`src/rtl/core/stl_pkg.sv`:
```
// ----------------------------------------------------------------------------
// stl_pkg
// Shared types and constants of the script token lexer.
// ----------------------------------------------------------------------------
package stl_pkg;

   typedef struct packed {
      logic [7:0] ch;
      logic       end_mark;
   } req_type;

   typedef struct packed {
      logic [4:0]  kind;
      logic [31:0] number_bits;
      logic [11:0] pool_offset;
      logic [63:0] name_low;
      logic [63:0] name_high;
      logic [3:0]  name_length;
      logic [3:0]  error_code;
      logic [23:0] line_number;
      logic        last_of_run;
   } rsp_type;

   localparam logic [4:0] K_EOF     = 5'd0;
   localparam logic [4:0] K_NEWLINE = 5'd1;
   localparam logic [4:0] K_STRING  = 5'd2;
   localparam logic [4:0] K_NUMBER  = 5'd3;
   localparam logic [4:0] K_IDENT   = 5'd4;
   localparam logic [4:0] K_COMMA   = 5'd5;
   localparam logic [4:0] K_LPAREN  = 5'd6;
   localparam logic [4:0] K_RPAREN  = 5'd7;
   localparam logic [4:0] K_LBRACK  = 5'd8;
   localparam logic [4:0] K_RBRACK  = 5'd9;
   localparam logic [4:0] K_PLUS    = 5'd10;
   localparam logic [4:0] K_STAR    = 5'd11;
   localparam logic [4:0] K_SLASH   = 5'd12;
   localparam logic [4:0] K_PCT     = 5'd13;
   localparam logic [4:0] K_AMP     = 5'd14;
   localparam logic [4:0] K_BAR     = 5'd15;
   localparam logic [4:0] K_CARET   = 5'd16;
   localparam logic [4:0] K_TILDE   = 5'd17;
   localparam logic [4:0] K_MINUS   = 5'd18;
   localparam logic [4:0] K_ARROW   = 5'd19;
   localparam logic [4:0] K_SHR     = 5'd20;
   localparam logic [4:0] K_GE      = 5'd21;
   localparam logic [4:0] K_GT      = 5'd22;
   localparam logic [4:0] K_SHL     = 5'd23;
   localparam logic [4:0] K_LE      = 5'd24;
   localparam logic [4:0] K_LT      = 5'd25;
   localparam logic [4:0] K_EQEQ    = 5'd26;
   localparam logic [4:0] K_NE      = 5'd27;
   localparam logic [4:0] K_ERROR   = 5'd28;

   localparam logic [3:0] E_NONE   = 4'd0;
   localparam logic [3:0] E_UNTERM = 4'd1;
   localparam logic [3:0] E_ESC    = 4'd2;
   localparam logic [3:0] E_POOL   = 4'd3;
   localparam logic [3:0] E_RANGE  = 4'd4;
   localparam logic [3:0] E_HEX    = 4'd5;
   localparam logic [3:0] E_BIN    = 4'd6;
   localparam logic [3:0] E_EQ     = 4'd7;
   localparam logic [3:0] E_BANG   = 4'd8;
   localparam logic [3:0] E_CHAR   = 4'd9;

   localparam logic       CSR_STRICT = 1'b0;
   localparam logic       CSR_DELIM  = 1'b1;

   localparam logic [23:0] LINE_TOP = 24'hFFFFFF;

endpackage

```
`src/rtl/core/script_token_lexer_unit.sv`:
```
// ----------------------------------------------------------------------------
// script_token_lexer_unit
// Byte-stream tokenizer with a string pool memory and one byte of lookahead.
//
//   channel | ports  | direction | content
//   req     | req_*  | in        | one source byte or end mark
//   rsp     | rsp_*  | out       | one token, up to two per request
//   csr     | csr_*  | in        | strict_delimiter, line_delimiter
//
// One request per cycle while req_ready is high; the lexer state updates at the
// accept edge, where its tokens enter the response queue, and the string pool
// takes at most one write per request.
// Tokens pass through a four-entry queue; a request is taken only while two
// entries are free, so a stalled consumer stops requests once three tokens wait.
// Synchronous reset clears control state; the pool is not cleared.
// ----------------------------------------------------------------------------
module script_token_lexer_unit #(
   parameter int POOL_DEPTH = 4096,
   parameter int NAME_MAX   = 16
) (
   input  logic             clock,
   input  logic             reset,
   input  logic             req_valid,
   output logic             req_ready,
   input  stl_pkg::req_type req_data,
   output logic             rsp_valid,
   input  logic             rsp_ready,
   output stl_pkg::rsp_type rsp_data,
   input  logic             csr_write,
   input  logic             csr_index,
   input  logic [7:0]       csr_wdata
);
   localparam int PW = $clog2(POOL_DEPTH);
   localparam int FW = PW + 1;
   localparam int KEEP = (NAME_MAX - 1 < 15) ? NAME_MAX - 1 : 15;

   typedef enum logic [3:0] {
      M_IDLE, M_SLASH, M_COMMENT, M_IDENT, M_ZERO, M_DEC, M_HEX, M_BIN,
      M_STR, M_ESC, M_MINUS, M_GT, M_LT, M_EQ, M_BANG, M_DEAD
   } mode_type;

   typedef enum logic [1:0] {F_NONE, F_CR, F_LF} fold_type;

   logic [7:0] pool_mem [POOL_DEPTH];

   logic        strict_ff;
   logic [7:0]  delim_ff;
   mode_type    mode_ff, mode_in;
   logic [31:0] acc_ff, acc_in;
   logic        seen_ff, seen_in;
   logic [7:0]  name_ff [15];
   logic [7:0]  name_in [15];
   logic [3:0]  ncnt_ff, ncnt_in;
   logic [23:0] line_ff, line_in;
   fold_type    fold_ff, fold_in;
   logic [FW-1:0] fill_ff, fill_in;
   logic [PW-1:0] start_ff, start_in;

   logic        pw_en;
   logic [7:0]  pw_data;
   logic        room, take;
   logic        push_a, push_b;
   stl_pkg::rsp_type tok_a, tok_b;

   logic [7:0] c;
   logic       have;

   assign req_ready = room;
   assign take = req_valid && room;
   assign c = req_data.ch;
   assign have = !req_data.end_mark;

   function automatic logic is_head(input logic [7:0] x);
      return (x >= 8'h41 && x <= 8'h5A) || (x >= 8'h61 && x <= 8'h7A) || x == 8'h5F;
   endfunction

   function automatic logic is_num_char(input logic [7:0] x);
      return x >= 8'h30 && x <= 8'h39;
   endfunction

   // token builders write into tok_a or tok_b in order
   always_comb begin
      stl_pkg::rsp_type t;
      logic [2:0] n;
      logic used, done, crlf;
      logic [35:0] prod;
      logic [4:0] base_sh;
      logic [7:0] d;
      logic [7:0] e;
      logic ends_l, soft_brk;
      logic [63:0] lo, hi;

      mode_in = mode_ff; acc_in = acc_ff; seen_in = seen_ff; name_in = name_ff;
      ncnt_in = ncnt_ff; line_in = line_ff; fold_in = fold_ff; fill_in = fill_ff;
      start_in = start_ff; pw_en = 1'b0; pw_data = '0;
      tok_a = '0; tok_b = '0; push_a = 1'b0; push_b = 1'b0;
      n = '0; used = 1'b0; done = 1'b0; prod = '0; base_sh = '0; d = '0;
      e = '0; lo = '0; hi = '0; ends_l = 1'b0; soft_brk = 1'b0;
      t = '0;
      crlf = 1'b0;

      if (take && mode_ff != M_DEAD) begin
         if (have) begin
            fold_in = F_NONE;
            crlf = mode_ff == M_IDLE &&
               ((fold_ff == F_CR && c == 8'h0A) || (fold_ff == F_LF && c == 8'h0D));
         end else begin
            fold_in = F_NONE;
         end
         if (!crlf) begin
            // resolve held token
            if (mode_in == M_ZERO) begin
               if (have && (c == 8'h78 || c == 8'h58)) begin
                  mode_in = M_HEX; acc_in = '0; seen_in = 1'b0; used = 1'b1; done = 1'b1;
               end else if (have && (c == 8'h62 || c == 8'h42)) begin
                  mode_in = M_BIN; acc_in = '0; seen_in = 1'b0; used = 1'b1; done = 1'b1;
               end else begin
                  mode_in = M_DEC;
               end
            end
            if (!done) begin
               t = '0;
               t.line_number = line_in;
               case (mode_in)
                  M_SLASH: begin
                     if (have && c == 8'h2F) begin
                        mode_in = M_COMMENT; used = 1'b1;
                     end else begin
                        mode_in = M_IDLE;
                        if (strict_ff && delim_ff == 8'h2F) begin
                           t.kind = stl_pkg::K_NEWLINE; n = n + 3'd1;
                           if (line_in < stl_pkg::LINE_TOP) line_in = line_in + 24'd1;
                        end else begin
                           t.kind = stl_pkg::K_SLASH; n = n + 3'd1;
                        end
                     end
                  end
                  M_COMMENT: begin
                     if (have && c != 8'h0D && c != 8'h0A) used = 1'b1;
                     else mode_in = M_IDLE;
                  end
                  M_IDENT: begin
                     if (have && (is_head(c) || is_num_char(c))) begin
                        if (32'(ncnt_in) < 32'(KEEP)) begin
                           name_in[ncnt_in] = c;
                           ncnt_in = ncnt_in + 4'd1;
                        end
                        used = 1'b1;
                     end else begin
                        for (int i = 0; i < 8; i++) begin
                           if (4'(i) < ncnt_in) lo[i*8 +: 8] = name_in[i];
                        end
                        for (int i = 8; i < 15; i++) begin
                           if (4'(i) < ncnt_in) hi[(i-8)*8 +: 8] = name_in[i];
                        end
                        t.kind = stl_pkg::K_IDENT; t.name_low = lo; t.name_high = hi;
                        t.name_length = ncnt_in; n = n + 3'd1; mode_in = M_IDLE;
                     end
                  end
                  M_DEC, M_HEX, M_BIN: begin
                     if (mode_in == M_DEC) begin
                        base_sh = 5'd10;
                     end else if (mode_in == M_HEX) begin
                        base_sh = 5'd16;
                     end else begin
                        base_sh = 5'd2;
                     end
                     d = 8'hFF;
                     if (have) begin
                        if (is_num_char(c)) d = c - 8'h30;
                        else if (c >= 8'h61 && c <= 8'h66) d = c - 8'h57;
                        else if (c >= 8'h41 && c <= 8'h46) d = c - 8'h37;
                     end
                     if (have && c == 8'h5F) begin
                        used = 1'b1;
                     end else if (have && d != 8'hFF && d < {3'd0, base_sh}) begin
                        prod = 36'(acc_in) * 36'(base_sh) + 36'(d);
                        seen_in = 1'b1; used = 1'b1;
                        if (prod > 36'hFFFFFFFF) begin
                           t.kind = stl_pkg::K_ERROR; t.error_code = stl_pkg::E_RANGE;
                           n = n + 3'd1; mode_in = M_DEAD;
                        end else begin
                           acc_in = prod[31:0];
                        end
                     end else if (mode_in != M_DEC && !seen_in) begin
                        t.kind = stl_pkg::K_ERROR;
                        t.error_code = (mode_in == M_HEX) ? stl_pkg::E_HEX : stl_pkg::E_BIN;
                        n = n + 3'd1; mode_in = M_DEAD; used = 1'b1;
                     end else begin
                        t.kind = stl_pkg::K_NUMBER; t.number_bits = acc_in;
                        n = n + 3'd1; mode_in = M_IDLE;
                     end
                  end
                  M_STR, M_ESC: begin
                     used = 1'b1;
                     e = c;
                     if (mode_in == M_STR) begin
                        if (!have || c == 8'h0D || c == 8'h0A) begin
                           t.kind = stl_pkg::K_ERROR; t.error_code = stl_pkg::E_UNTERM;
                           n = n + 3'd1; mode_in = M_DEAD;
                        end else if (c == 8'h5C) begin
                           mode_in = M_ESC;
                        end else begin
                           pw_en = 1'b1;
                           pw_data = (c == 8'h22) ? 8'h00 : c;
                        end
                     end else begin
                        case (c)
                           8'h72: e = 8'h0D;
                           8'h6E: e = 8'h0A;
                           8'h74: e = 8'h09;
                           8'h5C: e = 8'h5C;
                           8'h22: e = 8'h22;
                           default: e = 8'h00;
                        endcase
                        if (!have || e == 8'h00) begin
                           t.kind = stl_pkg::K_ERROR; t.error_code = stl_pkg::E_ESC;
                           n = n + 3'd1; mode_in = M_DEAD;
                        end else begin
                           mode_in = M_STR; pw_en = 1'b1; pw_data = e;
                        end
                     end
                     if (pw_en) begin
                        if (32'(fill_in) + 32'd1 >= 32'(POOL_DEPTH)) begin
                           pw_en = 1'b0;
                           t.kind = stl_pkg::K_ERROR; t.error_code = stl_pkg::E_POOL;
                           n = n + 3'd1; mode_in = M_DEAD;
                        end else begin
                           fill_in = fill_in + FW'(1);
                           if (mode_in == M_STR && c == 8'h22 && mode_ff == M_STR) begin
                              t.kind = stl_pkg::K_STRING;
                              t.pool_offset = 12'(start_in);
                              n = n + 3'd1; mode_in = M_IDLE;
                           end
                        end
                     end
                  end
                  M_MINUS: begin
                     mode_in = M_IDLE; n = n + 3'd1;
                     if (have && c == 8'h3E) begin
                        t.kind = stl_pkg::K_ARROW; used = 1'b1;
                     end else begin
                        t.kind = stl_pkg::K_MINUS;
                     end
                  end
                  M_GT: begin
                     mode_in = M_IDLE; n = n + 3'd1;
                     if (have && c == 8'h3E) begin
                        t.kind = stl_pkg::K_SHR; used = 1'b1;
                     end else if (have && c == 8'h3D) begin
                        t.kind = stl_pkg::K_GE; used = 1'b1;
                     end else begin
                        t.kind = stl_pkg::K_GT;
                     end
                  end
                  M_LT: begin
                     mode_in = M_IDLE; n = n + 3'd1;
                     if (have && c == 8'h3C) begin
                        t.kind = stl_pkg::K_SHL; used = 1'b1;
                     end else if (have && c == 8'h3D) begin
                        t.kind = stl_pkg::K_LE; used = 1'b1;
                     end else begin
                        t.kind = stl_pkg::K_LT;
                     end
                  end
                  M_EQ, M_BANG: begin
                     used = 1'b1; n = n + 3'd1;
                     if (have && c == 8'h3D) begin
                        t.kind = (mode_in == M_EQ) ? stl_pkg::K_EQEQ : stl_pkg::K_NE;
                        mode_in = M_IDLE;
                     end else begin
                        t.kind = stl_pkg::K_ERROR;
                        t.error_code = (mode_in == M_EQ) ? stl_pkg::E_EQ : stl_pkg::E_BANG;
                        mode_in = M_DEAD;
                     end
                  end
                  default: begin
                  end
               endcase
               if (n != 3'd0) tok_a = t;
            end
            // begin a fresh token with this byte
            if (have && !used && mode_in == M_IDLE) begin
               t = '0;
               t.line_number = line_in;
               ends_l = strict_ff ? (c == delim_ff) : (c == 8'h0D || c == 8'h0A);
               soft_brk = strict_ff && (c == 8'h0D || c == 8'h0A) && c != delim_ff;
               if (c == 8'h20 || c == 8'h09 || soft_brk) begin
               end else if (c == 8'h2F) begin
                  mode_in = M_SLASH;
               end else if (ends_l) begin
                  t.kind = stl_pkg::K_NEWLINE;
                  fold_in = (c == 8'h0D) ? F_CR : ((c == 8'h0A) ? F_LF : F_NONE);
                  if (line_in < stl_pkg::LINE_TOP) line_in = line_in + 24'd1;
                  if (n == 3'd0) tok_a = t; else tok_b = t;
                  n = n + 3'd1;
               end else if (c == 8'h22) begin
                  start_in = PW'(fill_in); mode_in = M_STR;
               end else if (is_num_char(c)) begin
                  acc_in = {24'd0, c - 8'h30}; seen_in = 1'b1;
                  mode_in = (c == 8'h30) ? M_ZERO : M_DEC;
               end else if (is_head(c)) begin
                  name_in[0] = c; ncnt_in = 4'd1; mode_in = M_IDENT;
               end else begin
                  case (c)
                     8'h2C: t.kind = stl_pkg::K_COMMA;
                     8'h28: t.kind = stl_pkg::K_LPAREN;
                     8'h29: t.kind = stl_pkg::K_RPAREN;
                     8'h5B: t.kind = stl_pkg::K_LBRACK;
                     8'h5D: t.kind = stl_pkg::K_RBRACK;
                     8'h2B: t.kind = stl_pkg::K_PLUS;
                     8'h2A: t.kind = stl_pkg::K_STAR;
                     8'h25: t.kind = stl_pkg::K_PCT;
                     8'h26: t.kind = stl_pkg::K_AMP;
                     8'h7C: t.kind = stl_pkg::K_BAR;
                     8'h5E: t.kind = stl_pkg::K_CARET;
                     8'h7E: t.kind = stl_pkg::K_TILDE;
                     8'h2D: mode_in = M_MINUS;
                     8'h3E: mode_in = M_GT;
                     8'h3C: mode_in = M_LT;
                     8'h3D: mode_in = M_EQ;
                     8'h21: mode_in = M_BANG;
                     default: begin
                        t.kind = stl_pkg::K_ERROR; t.error_code = stl_pkg::E_CHAR;
                        mode_in = M_DEAD;
                     end
                  endcase
                  if (t.kind != stl_pkg::K_EOF) begin
                     if (n == 3'd0) tok_a = t; else tok_b = t;
                     n = n + 3'd1;
                  end
               end
            end
            // end of source
            if (!have && mode_in != M_DEAD) begin
               t = '0;
               t.kind = stl_pkg::K_EOF;
               t.line_number = line_in;
               if (n == 3'd0) tok_a = t; else tok_b = t;
               n = n + 3'd1;
               line_in = 24'd1; mode_in = M_IDLE; acc_in = '0; seen_in = 1'b0;
               ncnt_in = '0;
            end
         end
         push_a = n != 3'd0;
         push_b = n == 3'd2;
         if (n == 3'd1) tok_a.last_of_run = 1'b1;
         if (n == 3'd2) tok_b.last_of_run = 1'b1;
      end
   end

   always_ff @(posedge clock) begin
      if (reset) begin
         strict_ff <= 1'b0;
         delim_ff <= 8'd10;
         mode_ff <= M_IDLE;
         acc_ff <= '0;
         seen_ff <= 1'b0;
         ncnt_ff <= '0;
         line_ff <= 24'd1;
         fold_ff <= F_NONE;
         fill_ff <= '0;
         start_ff <= '0;
      end else begin
         if (csr_write) begin
            if (csr_index == stl_pkg::CSR_STRICT) strict_ff <= csr_wdata[0];
            else delim_ff <= csr_wdata;
         end
         mode_ff <= mode_in;
         acc_ff <= acc_in;
         seen_ff <= seen_in;
         ncnt_ff <= ncnt_in;
         line_ff <= line_in;
         fold_ff <= fold_in;
         fill_ff <= fill_in;
         start_ff <= start_in;
      end
      name_ff <= name_in;
   end

   // string pool write port
   always_ff @(posedge clock) begin
      if (pw_en) pool_mem[fill_ff[PW-1:0]] <= pw_data;
   end

   stl_out_queue u_queue (
      .clock     (clock),
      .reset     (reset),
      .push_a    (push_a),
      .data_a    (tok_a),
      .push_b    (push_b),
      .data_b    (tok_b),
      .room      (room),
      .rsp_valid (rsp_valid),
      .rsp_ready (rsp_ready),
      .rsp_data  (rsp_data)
   );
endmodule

```
`src/rtl/core/stl_out_queue.sv`:
```
// ----------------------------------------------------------------------------
// stl_out_queue
// Four-entry response queue that decouples the lexer from the consumer.
// ----------------------------------------------------------------------------
module stl_out_queue (
   input  logic            clock,
   input  logic            reset,
   input  logic            push_a,
   input  stl_pkg::rsp_type data_a,
   input  logic            push_b,
   input  stl_pkg::rsp_type data_b,
   output logic            room,
   output logic            rsp_valid,
   input  logic            rsp_ready,
   output stl_pkg::rsp_type rsp_data
);
   stl_pkg::rsp_type slot_ff [4];
   logic [1:0] rd_ff, rd_in, wr_ff, wr_in;
   logic [2:0] cnt_ff, cnt_in;
   logic pop;

   assign pop = rsp_valid && rsp_ready;
   assign rsp_valid = cnt_ff != 3'd0;
   assign rsp_data = slot_ff[rd_ff];
   assign room = cnt_ff <= 3'd2;

   always_comb begin
      rd_in = rd_ff + 2'(pop);
      wr_in = wr_ff + 2'(push_a) + 2'(push_b);
      cnt_in = cnt_ff + 3'(push_a) + 3'(push_b) - 3'(pop);
   end

   always_ff @(posedge clock) begin
      if (reset) begin
         rd_ff <= '0;
         wr_ff <= '0;
         cnt_ff <= '0;
      end else begin
         rd_ff <= rd_in;
         wr_ff <= wr_in;
         cnt_ff <= cnt_in;
      end
      if (push_a) slot_ff[wr_ff] <= data_a;
      if (push_b) slot_ff[wr_ff + 2'(push_a)] <= data_b;
   end
endmodule

```
`config.mk`:
```
export PLATFORM = sky130hd
export DESIGN_NAME = script_token_lexer_unit
export DESIGN_NICKNAME = d
export VERILOG_FILES = /design/src/rtl/core/stl_pkg.sv /design/src/rtl/core/script_token_lexer_unit.sv /design/src/rtl/core/stl_out_queue.sv
export SDC_FILE = /design/constraint.sdc
export NUM_CORES = 2
export LEC_CHECK = 0
export BUFFER_PORTS_ARGS = -buffer_cell sky130_fd_sc_hd__buf_4
export CAP_MARGIN = 20
export CORE_MARGIN = 2
export CORE_UTILIZATION = 62
export DETAILED_ROUTE_END_ITERATION = 16
export PLACE_DENSITY = 0.85
export SYNTH_ARGS = -nofsm -noshare
export SYNTH_HDL_FRONTEND = slang
export SYNTH_SLANG_ARGS = --single-unit
```
`constraint.sdc`:
```
create_clock -name clock -period 16 [get_ports clock]
set_clock_uncertainty 0.05 [all_clocks]
set_input_delay 1.6 -clock clock [delete_from_list [all_inputs] [get_ports clock]]
set_output_delay 1.6 -clock clock [all_outputs]
set_load 0.05 [all_outputs]
```
==> PnR_summary.wiki <==
{| class="wikitable"
! Metric !! Value
|-
| Result of the run || complete, no violations
|-
| Largest net degree at the start of global routing || 160
|-
| End point of the worst hold path || u_queue.slot_ff[2][65]
|-
| Height of the die || 293 um
|-
| Horizontal die dimension || 293 um
|-
| Diodes inserted || 0
|-
| RSZ-0062 raised after global routing || false
|-
| Number of CTS-inserted buffers || 104
|-
| Synth-to-layout area growth || 10.6%
|-
| Number of violations reported at the end of detailed-routing iteration 0 || 6004
|-
| Total power per unit cell area || 127 mW/mm^2
|-
| Final cycle utilization of the critical path || 0.799
|-
| Core Rows || 105
|-
| Ports placed on the boundary || 235
|-
| Worst vdd ir || 0.000178 V
|-
| Data required, critical path || 16.38 ns
|-
| Worst-case setup slack after placement || 2.13 ns
|-
| Final Critical Period || 12.78 ns
|-
| Antenna violations before repair || 1
|-
| Clock-pin slew on the worst setup and hold paths || 0.06 ns
|-
| Fraction of final layout cells with drive strength greater than 1 || 0.125
|-
| Total Die Area || 0.0858 mm^2
|-
| Number of flops mapped to enable cells by yosys || 248
|-
| Total Nets Final || 6000
|-
| First-pass iteration count of the detailed router || 7
|-
| Routed length per placed instance || 23.0 um
|-
| Post-detailed-route via-to-cell ratio || 6.58
|-
| Total vias in the final route || 45800
|-
| Synth unique cells || 89
|-
| GRT Residual Overflow || 0
|-
| Post-DP HPWL || 95300 um
|-
| Overall routing resource usage || 0.361
|-
| Count of maximum capacitance violations || 0
|-
| Area inside the core boundary || 0.0824 mm^2
|-
| Post-Synthesis Cell Area || 0.0518 mm^2
|-
| Leak || 0.0204 uW
|-
| Final std cells w/o fill || 6969
|-
| Nature of the critical path startpoint || primary input
|-
| Accumulated negative setup slack || 0 ns
|-
| Starting utilization of the core area || 0.629
|-
| Number of fill cells in the layout || 6030
|-
| Total placed instance area || 0.0537 mm^2
|-
| Worst skew pair latency || 0.70 ns
|-
| Final Max Slew Viols || 0
|-
| First-pass GRT wire length || 246000 um
|-
| Hold-critical path depth || 2
|-
| CTS Buffer Depth || 3
|-
| Flop2flop setup slack || 4.69 ns
|-
| Post-detailed-routing wire length || 160000 um
|-
| Via count of the first global-routing pass || 45000
|-
| Maximum level of the CTS H-tree || 3
|-
| CTS tree || yes
|-
| Number of cells on the worst reg-to-reg path || 37
|-
| Top-area cell type share of the netlist area || 0.305
|-
| #FFs+latches synth || 1036
|-
| Fraction of registers with async set or reset after synthesis || 0
|-
| Number of buffers added to fix hold violations after cts || 0
|-
| Stage delay of the slowest cell on the critical path || 0.66 ns
|-
| CP max stage cell || or4b_1
|-
| Mean instance size in the synthesized netlist || 8.83 um^2
|-
| Most common cell in the netlist || nand2_1
|-
| Count of yosys warnings during synthesis || 0
|-
| Commonest cells post-synth || nand2_1, a21oi_1, dfxtp_1
|-
| Placed Instances || 6771
|-
| Setup violators final || 0
|-
| Gp weighted congestion || 0.980
|-
| DR DRC count || 0
|-
| Fin area || 0.0572 mm^2
|-
| Share of the yosys chip area belonging to registers || 0.448
|-
| Postcts setup bufs || 0
|-
| Hold Path Class || reg -> reg
|-
| Startpoint of the lowest-slack register-to-register path || mode_ff[2]
|-
| Hold_sp || u_queue.slot_ff[2][65]
|-
| Fmax || 78.2 MHz
|-
| Arr. time, crit path || 13.16 ns
|-
| Worst slew slack as a fraction of its limit || 0.183
|-
| Worst-Margin Slew || 1.22 ns
|-
| Power consumption || 7280 uW
|-
| Main area contributors after synthesis || dfxtp_1, edfxtp_1, nand2_1
|-
| CTS Sinks || 1036
|-
| Crit path capture type || register
|-
| Library cell with the largest summed area after synthesis || dfxtp_1
|-
| Slack of the critical path || 3.22 ns
|-
| Crit path max fanout || 129
|-
| Root buffer cell || clkbuf_16
|-
| Post-CTS sizing || 0
|-
| Final ANT Viol Nets || 0
|-
| Path type of the worst setup path || in -> reg
|-
| Destination of the worst register-to-register timing path || u_queue.slot_ff[3][4]
|-
| Number of buffers added on ports || 226
|-
| Most frequently used flop master after synthesis || dfxtp_1
|-
| Final Hold Violating Endpoints || 0
|-
| Number of standard cells after synthesis || 5864
|-
| Cell with the most instances on the worst path || ha_1
|}
worst max-delay path by stage:
stage,startpoint,end,cells after the start
after floorplan,req_data[6],u_queue.slot_ff[3][0],45
after global placement,req_data[6],u_queue.slot_ff[0][15],42
after detailed placement,req_data[6],u_queue.slot_ff[0][19],41
after CTS,req_data[6],u_queue.slot_ff[0][11],41
after global routing,req_data[5],u_queue.slot_ff[3][4],41
final,req_data[6],u_queue.slot_ff[3][4],42
where the power goes:
part           leakage, uW  total [uW]  internal (uW)  switching [uW]
Clock              0.00173        2490           1420            1070
Combinational       0.0100        1930            506            1430
Sequential         0.00863        2860           2780            75.2
Total               0.0204        7280           4700            2580
layout make-up:
class                   count  area (um^2)  share of cell area
inverters                  97          364             0.00636
flip-flops and latches   1036        23200               0.406
clock buffers             143         2950              0.0516
repair buffers            295         2370              0.0414
clock inverters            53          563             0.00984
well taps                1070         1340              0.0234
multi-input cells        4275        26400               0.462
logic make-up (layout without fill, tap and decap cells):
group | count (synthesis) | count (layout) | synth area share
adders and majority gates | 168 | 168 | 0.0458
DFF | 1036 | 1036 | 0.448
and+or+nand+nor | 2488 | 2488 | 0.208
buffers and inverters | 560 | 588 | 0.0438
xor gates and xnor gates | 115 | 115 | 0.0195
other | 1 | 8 | 0.0000724
AOI/OAI and AO/OA | 1266 | 1266 | 0.141
muxes | 230 | 230 | 0.0936
stage by stage:
stage	hold slack, ns	utilization
4_1_cts	0.400	0.695
6_report	0.400	0.695
2_1_floorplan	0.376	-
3_3_place_gp	0.385	0.652
3_5_place_dp	0.391	0.652
5_1_grt	0.413	0.695
cells in the final DEF, fill, tap and decap left out, types with 26 or more instances in the layout:
cell	n
nand4_1	34
ha_1	132
nor3b_1	26
clkbuf_16	106
o22ai_1	27
mux4_2	202
buf_4	282
fa_1	36
xnor2_1	76
nand3_1	160
a21oi_1	792
a22oi_1	27
nor3_1	60
nor2_1	289
inv_1	94
and2_1	87
nand2_1	1591
and3_1	67
o211ai_1	29
a211oi_1	28
edfxtp_1	248
dfxtp_1	786
xor2_1	39
o31ai_1	47
o21ai_0	141
critical path: cells and delay by family:
| kind | cells | cell delay [ns] |
|---|---|---|
| adders and majority gates | 8 | 2.81 |
| muxes | 1 | 0.34 |
| AOI/OAI and AO/OA | 9 | 2.06 |
| xor gates and xnor gates | 1 | 0.33 |
| and+or+nand+nor | 16 | 3.86 |
| buffers and inverters | 7 | 2.06 |
metal layers:
metal	up-vias	routed length (um)	global-route usage
met4	2	8230	0.193
met5	-	13	0
met3	575	18200	0.0693
met1	21800	58900	0.456
li1	20400	-	-
met2	3078	74900	0.591
(Power assumes the default switching activity.)
